===== src/sv/gha_pkg.sv =====
// Shared types and constants for the GHASH accumulator.
package gha_pkg;

    localparam int unsigned BLK_W    = 128;
    localparam int unsigned HALF_W   = 64;
    localparam int unsigned DIGIT_W  = 16;
    localparam int unsigned DIGITS   = BLK_W / DIGIT_W;
    localparam int unsigned DCNT_W   = $clog2(DIGITS);
    localparam int unsigned CNT_W    = 32;
    localparam int unsigned BCNT_W   = 5;
    localparam int unsigned BYTES    = BLK_W / 8;

    localparam logic [7:0] RED_POLY = 8'he1;

    // request kinds
    localparam logic [1:0] KIND_HDR  = 2'd0;
    localparam logic [1:0] KIND_BODY = 2'd1;
    localparam logic [1:0] KIND_FIN  = 2'd2;

    // configuration register indexes
    localparam logic CFG_KEY_HI = 1'b0;
    localparam logic CFG_KEY_LO = 1'b1;

    typedef enum logic [1:0] {
        ST_IDLE,
        ST_MUL,
        ST_EMIT
    } t_state;

    typedef struct packed {
        logic load;     // start a block: build operand, update counts
        logic finish;   // operand is the length block, clear counts
        logic is_body;  // count into body bytes
        logic step;     // one digit of the multiply
        logic last;     // final digit: write accumulator
        logic emit;     // move accumulator to output, clear it
    } t_cmd;

endpackage


===== src/sv/gha_ctrl.sv =====
// Sequencer for the GHASH accumulator: handshakes, digit count, output flag.
module gha_ctrl
    import gha_pkg::*;
(
    input  logic              i_clk,
    input  logic              i_rst_n,
    input  logic              i_in_valid,
    output logic              o_in_ready,
    input  logic [1:0]        i_kind,
    input  logic [BCNT_W-1:0] i_byte_count,
    output logic              o_out_valid,
    input  logic              i_out_ready,
    output t_cmd              o_cmd
);

    t_state              r_state, n_state;
    logic [DCNT_W-1:0]   r_dcnt, n_dcnt;
    logic                r_fin, n_fin;
    logic                r_out_valid, n_out_valid;
    logic                accept;
    logic                out_free;

    always_ff @(posedge i_clk) begin
        if (!i_rst_n) begin
            r_state     <= ST_IDLE;
            r_dcnt      <= '0;
            r_fin       <= 1'b0;
            r_out_valid <= 1'b0;
        end else begin
            r_state     <= n_state;
            r_dcnt      <= n_dcnt;
            r_fin       <= n_fin;
            r_out_valid <= n_out_valid;
        end
    end

    always_comb begin
        n_state     = r_state;
        n_dcnt      = r_dcnt;
        n_fin       = r_fin;
        n_out_valid = r_out_valid & ~i_out_ready;
        o_cmd       = '0;
        o_in_ready  = 1'b0;
        accept      = 1'b0;
        out_free    = ~r_out_valid | i_out_ready;
        case (r_state)
            ST_IDLE: begin
                o_in_ready = 1'b1;
                accept     = i_in_valid;
                if (accept) begin
                    if (i_kind == KIND_FIN) begin
                        o_cmd.load   = 1'b1;
                        o_cmd.finish = 1'b1;
                        n_fin        = 1'b1;
                        n_dcnt       = '0;
                        n_state      = ST_MUL;
                    end else if ((i_kind == KIND_HDR || i_kind == KIND_BODY)
                                 && i_byte_count != '0) begin
                        o_cmd.load    = 1'b1;
                        o_cmd.is_body = (i_kind == KIND_BODY);
                        n_fin         = 1'b0;
                        n_dcnt        = '0;
                        n_state       = ST_MUL;
                    end
                    // unused kind or empty block: drop
                end
            end
            ST_MUL: begin
                o_cmd.step = 1'b1;
                n_dcnt     = r_dcnt + 1'b1;
                if (r_dcnt == DCNT_W'(DIGITS - 1)) begin
                    o_cmd.last = 1'b1;
                    n_state    = r_fin ? ST_EMIT : ST_IDLE;
                end
            end
            ST_EMIT: begin
                // hold until the output register is free
                if (out_free) begin
                    o_cmd.emit  = 1'b1;
                    n_out_valid = 1'b1;
                    n_state     = ST_IDLE;
                end
            end
            default: begin
                n_state = ST_IDLE;
            end
        endcase
    end

    assign o_out_valid = r_out_valid;

endmodule


===== src/sv/gha_dp.sv =====
// Datapath for the GHASH accumulator: subkey, accumulator, counts, digit-serial multiplier.
module gha_dp
    import gha_pkg::*;
(
    input  logic              i_clk,
    input  logic              i_rst_n,
    input  t_cmd              i_cmd,
    input  logic [HALF_W-1:0] i_block_high,
    input  logic [HALF_W-1:0] i_block_low,
    input  logic [BCNT_W-1:0] i_byte_count,
    input  logic              i_cfg_we,
    input  logic              i_cfg_index,
    input  logic [HALF_W-1:0] i_cfg_data,
    output logic [HALF_W-1:0] o_digest_high,
    output logic [HALF_W-1:0] o_digest_low
);

    logic [HALF_W-1:0] r_key_hi, r_key_lo;
    logic [BLK_W-1:0]  r_acc, n_acc;
    logic [CNT_W-1:0]  r_hdr, n_hdr;
    logic [CNT_W-1:0]  r_body, n_body;
    logic [BLK_W-1:0]  r_x, n_x;
    logic [BLK_W-1:0]  r_v, n_v;
    logic [BLK_W-1:0]  r_z, n_z;
    logic [BLK_W-1:0]  r_out;

    logic [BCNT_W-1:0] nbytes;
    logic [BLK_W-1:0]  mask;
    logic [BLK_W-1:0]  operand;
    logic [CNT_W:0]    hsum, bsum;
    logic [BLK_W-1:0]  dv, dz;
    logic              carry;

    always_ff @(posedge i_clk) begin
        if (!i_rst_n) begin
            r_key_hi <= '0;
            r_key_lo <= '0;
            r_acc    <= '0;
            r_hdr    <= '0;
            r_body   <= '0;
        end else begin
            if (i_cfg_we && i_cfg_index == CFG_KEY_HI) r_key_hi <= i_cfg_data;
            if (i_cfg_we && i_cfg_index == CFG_KEY_LO) r_key_lo <= i_cfg_data;
            r_acc  <= n_acc;
            r_hdr  <= n_hdr;
            r_body <= n_body;
        end
    end

    always_ff @(posedge i_clk) begin
        r_x <= n_x;
        r_v <= n_v;
        r_z <= n_z;
        if (i_cmd.emit) r_out <= r_acc;
    end

    // one 16-bit digit of X against V: msb of X first, V walks by one bit per step
    always_comb begin
        dv    = r_v;
        dz    = r_z;
        carry = 1'b0;
        for (int k = 0; k < DIGIT_W; k++) begin
            if (r_x[BLK_W-1-k]) dz = dz ^ dv;
            carry = dv[0];
            dv    = {1'b0, dv[BLK_W-1:1]};
            if (carry) dv[BLK_W-1 -: 8] = dv[BLK_W-1 -: 8] ^ RED_POLY;
        end
    end

    always_comb begin
        nbytes = (i_byte_count > BCNT_W'(BYTES)) ? BCNT_W'(BYTES) : i_byte_count;
        for (int j = 0; j < BYTES; j++) begin
            mask[BLK_W-1-8*j -: 8] = (BCNT_W'(j) < nbytes) ? 8'hff : 8'h00;
        end
        hsum = {1'b0, r_hdr} + (CNT_W+1)'(nbytes);
        bsum = {1'b0, r_body} + (CNT_W+1)'(nbytes);
        if (i_cmd.finish) begin
            operand = {29'd0, r_hdr, 3'd0, 29'd0, r_body, 3'd0};
        end else begin
            operand = {i_block_high, i_block_low} & mask;
        end

        n_acc  = r_acc;
        n_hdr  = r_hdr;
        n_body = r_body;
        n_x    = r_x;
        n_v    = r_v;
        n_z    = r_z;

        if (i_cmd.load) begin
            n_x = r_acc ^ operand;
            n_v = {r_key_hi, r_key_lo};
            n_z = '0;
            if (i_cmd.finish) begin
                n_hdr  = '0;
                n_body = '0;
            end else if (i_cmd.is_body) begin
                n_body = bsum[CNT_W] ? '1 : bsum[CNT_W-1:0];
            end else begin
                n_hdr = hsum[CNT_W] ? '1 : hsum[CNT_W-1:0];
            end
        end
        if (i_cmd.step) begin
            n_x = {r_x[BLK_W-DIGIT_W-1:0], {DIGIT_W{1'b0}}};
            n_v = dv;
            n_z = dz;
        end
        if (i_cmd.last) n_acc = dz;
        if (i_cmd.emit) n_acc = '0;
    end

    assign o_digest_high = r_out[BLK_W-1 -: HALF_W];
    assign o_digest_low  = r_out[HALF_W-1:0];

endmodule


===== src/sv/ghash_accumulator.sv =====
// GHASH accumulator top level: sequencer plus multiply datapath.
//
//   channel | direction | handshake                 | payload
//   in      | input     | i_in_valid / o_in_ready   | i_kind, i_block_high, i_block_low, i_byte_count
//   out     | output    | o_out_valid / i_out_ready | o_digest_high, o_digest_low
//   cfg     | input     | i_cfg_we                  | i_cfg_index, i_cfg_data
//
// A header or body block is accepted in the idle state and then runs digit by digit
// through the 128x16 digit-serial GF(2^128) multiplier. A finish request also runs
// the multiply, then an emit state loads the digest when the output register is free.
// Dropped requests (empty block, unused kind) are accepted and start no multiply.
// A waiting digest stalls only a following finish request, which holds in the emit
// state and blocks the input until the waiting digest is taken.
// Reset is synchronous, active low, and clears subkey, accumulator and counts.
module ghash_accumulator
    import gha_pkg::*;
(
    input  logic              i_clk,
    input  logic              i_rst_n,
    input  logic              i_in_valid,
    output logic              o_in_ready,
    input  logic [1:0]        i_kind,
    input  logic [HALF_W-1:0] i_block_high,
    input  logic [HALF_W-1:0] i_block_low,
    input  logic [BCNT_W-1:0] i_byte_count,
    output logic              o_out_valid,
    input  logic              i_out_ready,
    output logic [HALF_W-1:0] o_digest_high,
    output logic [HALF_W-1:0] o_digest_low,
    input  logic              i_cfg_we,
    input  logic              i_cfg_index,
    input  logic [HALF_W-1:0] i_cfg_data
);

    t_cmd cmd;

    gha_ctrl u_ctrl (
        .i_clk        (i_clk),
        .i_rst_n      (i_rst_n),
        .i_in_valid   (i_in_valid),
        .o_in_ready   (o_in_ready),
        .i_kind       (i_kind),
        .i_byte_count (i_byte_count),
        .o_out_valid  (o_out_valid),
        .i_out_ready  (i_out_ready),
        .o_cmd        (cmd)
    );

    gha_dp u_dp (
        .i_clk         (i_clk),
        .i_rst_n       (i_rst_n),
        .i_cmd         (cmd),
        .i_block_high  (i_block_high),
        .i_block_low   (i_block_low),
        .i_byte_count  (i_byte_count),
        .i_cfg_we      (i_cfg_we),
        .i_cfg_index   (i_cfg_index),
        .i_cfg_data    (i_cfg_data),
        .o_digest_high (o_digest_high),
        .o_digest_low  (o_digest_low)
    );

endmodule


===== config.mk =====
export PLATFORM = sky130hd
export DESIGN_NAME = ghash_accumulator
export DESIGN_NICKNAME = d
export VERILOG_FILES = /design/src/sv/gha_pkg.sv /design/src/sv/gha_ctrl.sv /design/src/sv/gha_dp.sv /design/src/sv/ghash_accumulator.sv
export SDC_FILE = /design/constraint.sdc
export NUM_CORES = 2
export LEC_CHECK = 0
export BUFFER_PORTS_ARGS = -buffer_cell sky130_fd_sc_hd__buf_2
export CORE_UTILIZATION = 30
export DETAILED_ROUTE_END_ITERATION = 10
export PLACE_DENSITY = 0.52
export SLEW_MARGIN = 10
export SYNTH_ARGS = -nofsm -noshare
export SYNTH_HDL_FRONTEND = slang
export SYNTH_SLANG_ARGS = --single-unit

===== constraint.sdc =====
create_clock -name i_clk -period 36.2 [get_ports i_clk]
set_input_delay 7.24 -clock i_clk [delete_from_list [all_inputs] [get_ports i_clk]]
set_output_delay 7.24 -clock i_clk [all_outputs]
set_load 0.05 [all_outputs]

* After elaboration in Yosys (flattened, before gate mapping)
Index checks and enable logic that the tools add are counted.
Word-level totals: flip-flop bits (word level) 839, bits of input ports 205, output and inout port bits 130, word-level logic and storage cells 190
Operators by class: add/sub/neg operators 3, order comparisons 17, eq/ne operators 10, mux-type cells 89, bitwise gates (word level) 40, reduce and logical (&&, ||, !) cells 17
Operator list (number):
- two-way mux 128 bit | 23
- XOR 128 bit | 17
- two-way mux 8 bit | 32
- two-way mux 32 bit | 6
- AND 128 bit | 1
- adder 32 x 5 -> 33 bit | 2
- inverter 3 -> 4 bit | 16
- < comparator 4 x 5 -> 1 bit (first input constant) | 8
- < comparator 3 x 5 -> 1 bit (first input constant) | 4
- two-way mux 3 bit | 5
- two-way mux 2 bit | 7
- two-way mux 1 bit | 13
- < comparator 1 x 5 -> 1 bit (first input constant) | 2
- < comparator 2 x 5 -> 1 bit (first input constant) | 2
- nonzero test 2 bit | 4
- inequality test 2 x 1 -> 1 bit (second input constant) | 3
- one-hot mux 2 bit (3 select lines) | 1
- one-hot mux 3 bit (2 select lines) | 1
- AND reduction 3 bit | 2
- > comparator 5 bit (second input constant) | 1
- two-way mux 5 bit | 1
- nonzero test 5 bit | 1
- equality test 2 x 1 -> 1 bit (second input constant) | 2
- equality test 2 bit (second input constant) | 2
- other kinds (13) | 20

* Depth between registers and ports, before layout
word-level depth 33, depth in mapped cells 14

* Hierarchy
From an unflattened synthesis, not the netlist that was laid out.
Unflattened totals: cell total of the unflattened synthesis 7664, area total of the unflattened synthesis 62861.5 µm²
Modules (own cells, without submodules):
- gha_dp | instances 1, cells each 7618, area each 62452.4 µm²
- gha_ctrl | instances 1, cells each 46, area each 409.1 µm²

* Worst setup path after synthesis
Ideal clock, no wire load.
kind input -> register, start input port i_byte_count[4], end register u_dp.r_v[0], enable pin, setup time 2.702 ns, arrival time 14.717 ns, slack 18.781 ns, stages 7, cells stage by stage clkbuf_1 or3_1 nor4_1 a211o_1 buf_2 clkbuf_1 nand2_1
On the way: longest elaborated chain between the ends 7
Ends and longest elaborated chain:
- start: declaration | RTL line ghash_accumulator.sv:25 | input logic [BCNT_W-1:0] i_byte_count,
- nonzero test 5 bit | RTL line gha_ctrl.sv:58 | && i_byte_count != '0) begin
- logical AND 1 bit | RTL line gha_ctrl.sv:58
- two-way mux 1 bit | RTL line gha_ctrl.sv:57 | end else if ((i_kind == KIND_HDR || i_kind == KIND_BODY)
- two-way mux 1 bit | RTL line gha_ctrl.sv:51 | if (i_kind == KIND_FIN) begin
- two-way mux 3 bit | RTL line gha_ctrl.sv:50 | if (accept) begin
- two-way mux 3 bit | RTL line gha_ctrl.sv:46 | case (r_state)
- nonzero test 2 bit (no source line)
- end signal: assignment | RTL line gha_dp.sv:52 | r_v <= n_v;
- end: declaration | RTL line gha_dp.sv:23 | logic [BLK_W-1:0] r_v, n_v;
Every way passes these cells. A chain may end at the register's enable or synchronous reset.

* Worst setup path after layout
start input port i_byte_count[4], end register u_dp.r_v[84], enable pin
The elaborated chain is that of the path after synthesis.

==> results by group <==
Clock tree
  – Number of buffers added to fix hold violations after cts: 0
  – Count of H-tree levels built during CTS: 3
  – Post-CTS sizing: 0
  – Root cell of the clock tree: sky130_fd_sc_hd__clkbuf_16
  – CTS tree: done
  – CTS sink count: 839
  – Maximum clock insertion buffer count: 3
  – Total CTS buffers: 96
  – Clock Latency Late Sink: 0.75 ns
  – Post-CTS repair timing setup buffer count: 0
  – Clock transition at the register clock pins on the worst setup and hold paths after CTS: 0.06 ns

STA
  – Total setup violations reported at the end of the flow: 0
  – Setup repair after global routing missed its margin: no
  – Worst-case hold slack: 0.4583 ns
  – Highest clock frequency the design can meet: 0.09227 GHz
  – Count of final max-slew check failures: 0
  – Slew at the pin closest to its max-slew limit: 1.338 ns
  – Number of hold violations in the final report: 0
  – Crit path time final: 10.84 ns
  – Largest clock skew in the final design: 0.04866 ns
  – Final worst-path cycle share: 0.2994
  – Relative slew margins: 0.1083
  – Sum of negative setup slack: 0 ns

Global routing
  – All-Layer GR Usage: 0.2244
  – Pin count of the biggest net entering global routing: 171
  – Number of global-route vias before repair: 51053
  – Number of antenna violations at the first check in global routing: 66
  – GRT Residual Overflow: 0
  – First-pass GRT wire length: 356700 um

Hold path
  – Worst Hold Class: reg -> reg
  – Worst hold path startpoint: u_dp.r_x[11]

Setup path
  – Crit path capture type: register
  – Delay-heaviest family, CP: simple AND/OR/NAND/NOR gates
  – Startpoint Class: input pin
  – Data required time of the worst path: 36.53 ns
  – Maximum cell stage delay along the critical path: 0.70 ns
  – Cell type of the slowest stage on the worst timing path: sky130_fd_sc_hd__buf_4
  – CP arrival: 11.17 ns
  – Crit Reg-Reg Startpoint: u_dp.r_x[116]
  – CP Class: in -> reg
  – Crit-path cells: buf_2 -> or3_1 -> nor4_1 -> a211o_4 -> nand2_4 -> buf_12 -> buf_4
  – CP Launch Point: i_byte_count[4]
  – Worst-path fanout max: 138
  – Buf+Inv Stages, Crit Path: 3

Layout
  – Count of nets after finishing: 8088
  – Area used by multi-input combinational logic: 38370 sq um
  – Area growth from synthesis to layout: 10.65%
  – Count of non-filler cells in the finished layout: 10752
  – Fraction of layout instances using a drive strength above 1: 0.07569
  – Number of inserted filler cells in the final layout: 21721
  – Post-Route Utilization: 0.3348
  – Post-layout instance area: 69540 sq um
  – Storage element area: 21760 sq um

Placement
  – Dpl hpwl: 157100 um
  – Post-DP Area: 66160 sq um
  – Gpl congestion: 0.8872
  – Post-Place Cells: 10559
  – Number of port buffers: 334

Floorplanning
  – Horizontal die dimension: 459.7 um
  – Initial core utilization: 0.3026
  – Die span in y: 459.7 um
  – Number of primary I/O pins: 335
  – Placement row count: 167
  – Area of the core region: 207700 sq um
  – Die ar.: 211300 sq um

Power
  – Leakage: 24.17 nW
  – Peak supply drop: 43.89 uV
  – Power per Cell Area: 64.33 nW/um^2

Synthesis
  – Sequential element share of the synthesized area: 0.3462
  – Post-Syn Area per Cell: 7.809 sq um
  – Number of synthesized register bits: 839
  – Unique cell type count in the Yosys netlist: 64
  – Most common flop cell mapped by yosys: sky130_fd_sc_hd__edfxtp_1
  – Cell area after technology mapping: 62850 sq um
  – EDFF count, synth: 496
  – Gate Count Post-Synth: 8048
  – Number of warning messages in the yosys log: 0
  – Synthesized netlist net count: 8267
  – Ys async rst share: 0

Detailed routing
  – Drt first pass iters: 6
  – Detailed-route vias per instance: 5.056
  – Routed WL: 245300 um
  – Starting DRT DRC Count: 6351
  – DRT antenna net count: 0
  – Vias: 54364
  – Routed length per instance: 22.81 um
  – Count of unresolved DRC violations after routing: 0

Status
  – Outcome: complete, no violations

Flow run
  – Max cap viols: 0
[area by class of cell]
class / count / share of cell area
clock inverters: 54 / 0.009572
inverters: 27 / 0.001493
well taps: 2788 / 0.05016
flip-flops and latches: 839 / 0.3129
diodes: 11 / 0.0003958
multi-input cells: 6491 / 0.5518
clock buffers: 128 / 0.03863
repair buffers: 414 / 0.03505
[path summary, 6_finish.rpt]
kind | end | slack [ns] | cells past startpoint
worst max-delay path | u_dp.r_v[84] | 25.36 | 7
worst min-delay path | u_dp.r_x[11] | 0.46 | 2
worst max register to register | u_dp.r_z[126] | 31.74 | 11
worst min register to register | u_dp.r_x[11] | 0.46 | 2
[sequential cells by signal, indices dropped and copies added, names as in the netlist, 3 cells and up]
signal and cells:
u_dp.r_body 32, u_dp.r_acc 128, u_dp.r_key_hi 64, u_dp.r_z 128
u_dp.r_v 128, u_dp.r_key_lo 64, u_dp.r_hdr 32, u_ctrl.r_dcnt 3
u_dp.r_out 128, u_dp.r_x 128
[placed cells by master (no fill, tap or decap), drive strengths merged, types with 8 or more instances in the layout]
master / n
ha: 12
nand3: 29
o221ai: 14
nor2: 71
a22oi: 51
xnor3: 12
nor4: 8
nor2b: 10
and2: 136
o22ai: 10
o21a: 9
xnor2: 1764
inv: 35
xor2: 429
clkbuf: 128
nand2b: 10
nor3: 24
dfxtp: 343
a21boi: 167
a31oi: 25
o22a: 9
edfxtp: 496
buf: 414
bufinv: 11
and3: 28
nand2: 3149
clkinv: 32
o21ai: 219
diode: 11
a21oi: 223
a211oi: 19
[routing by layer]
metal | vias to the layer above | wire, um | GRT usage
met5 | - | 656 | 0
met4 | 102 | 5090 | 0.05202
met3 | 412 | 25770 | 0.05466
met2 | 2577 | 106100 | 0.3422
met1 | 26346 | 107700 | 0.3158
li1 | 24927 | - | -
[logic make-up after synthesis]
kind of cell,count (synthesis),synth area share
AND/OR/NAND/NOR,3486,0.2186
AO/OA/AOI/OAI,783,0.07623
flip-flops,839,0.3462
multiplexers,1,0.0001593
buffers and inverters,718,0.04475
adder cells (fa/ha/maj),14,0.003026
XOR/XNOR,2207,0.3110
[worst reg2reg max path, stage by stage, from the launching register on]
cell                       delay (ns)
sky130_fd_sc_hd__edfxtp_1        0.34
sky130_fd_sc_hd__buf_4           0.55
sky130_fd_sc_hd__buf_4           0.52
sky130_fd_sc_hd__buf_4           0.83
sky130_fd_sc_hd__nand2_1         0.40
sky130_fd_sc_hd__o22a_1          0.25
sky130_fd_sc_hd__nor2_1          0.08
sky130_fd_sc_hd__a211oi_1        0.08
sky130_fd_sc_hd__xnor2_1         0.37
sky130_fd_sc_hd__xnor2_1         0.14
sky130_fd_sc_hd__xnor2_1         0.57
sky130_fd_sc_hd__nor2_1          0.08
[power by group]
part,internal (W),switching [W]
combinational,0.000870,0.00125
sequential,0.00113,0.000169
clock,0.000606,0.000446
[synth_stat cells (12+ instances only)]
cell                          n  area [sq um]
sky130_fd_sc_hd__inv_1       27         101.4
sky130_fd_sc_hd__nor3_1      22         110.1
sky130_fd_sc_hd__o21ai_0    219          1096
sky130_fd_sc_hd__nor2_1      71         266.5
sky130_fd_sc_hd__xnor3_1     12         270.3
sky130_fd_sc_hd__xor2_1     428          3749
sky130_fd_sc_hd__nand3_1     28         140.1
sky130_fd_sc_hd__a31oi_1     25         156.4
sky130_fd_sc_hd__a21boi_0   167          1254
sky130_fd_sc_hd__a211oi_1    19         142.6
sky130_fd_sc_hd__a22oi_1     51         382.9
sky130_fd_sc_hd__nand2_1   3148         11820
sky130_fd_sc_hd__buf_2       73         365.4
sky130_fd_sc_hd__buf_1       80         300.3
sky130_fd_sc_hd__and2_1     135         844.6
sky130_fd_sc_hd__edfxtp_1   496         14890
sky130_fd_sc_hd__and3_1      27         168.9
sky130_fd_sc_hd__xnor2_1   1762         15430
sky130_fd_sc_hd__o221ai_1    14         122.6
sky130_fd_sc_hd__dfxtp_1    343          6867
sky130_fd_sc_hd__ha_1        12         150.1
sky130_fd_sc_hd__a21oi_1    222          1111
sky130_fd_sc_hd__clkbuf_1   529          1986
[per-stage QoR]
stage	setup slack, ns	power [W]
global route	25.31	0.004672
CTS	25.63	0.004462
detailed placement	24.84	0.003405
finish	25.36	0.004473
floorplan	18.78	0.002761
global placement	24.93	0.003383
(Power assumes the default switching activity.)
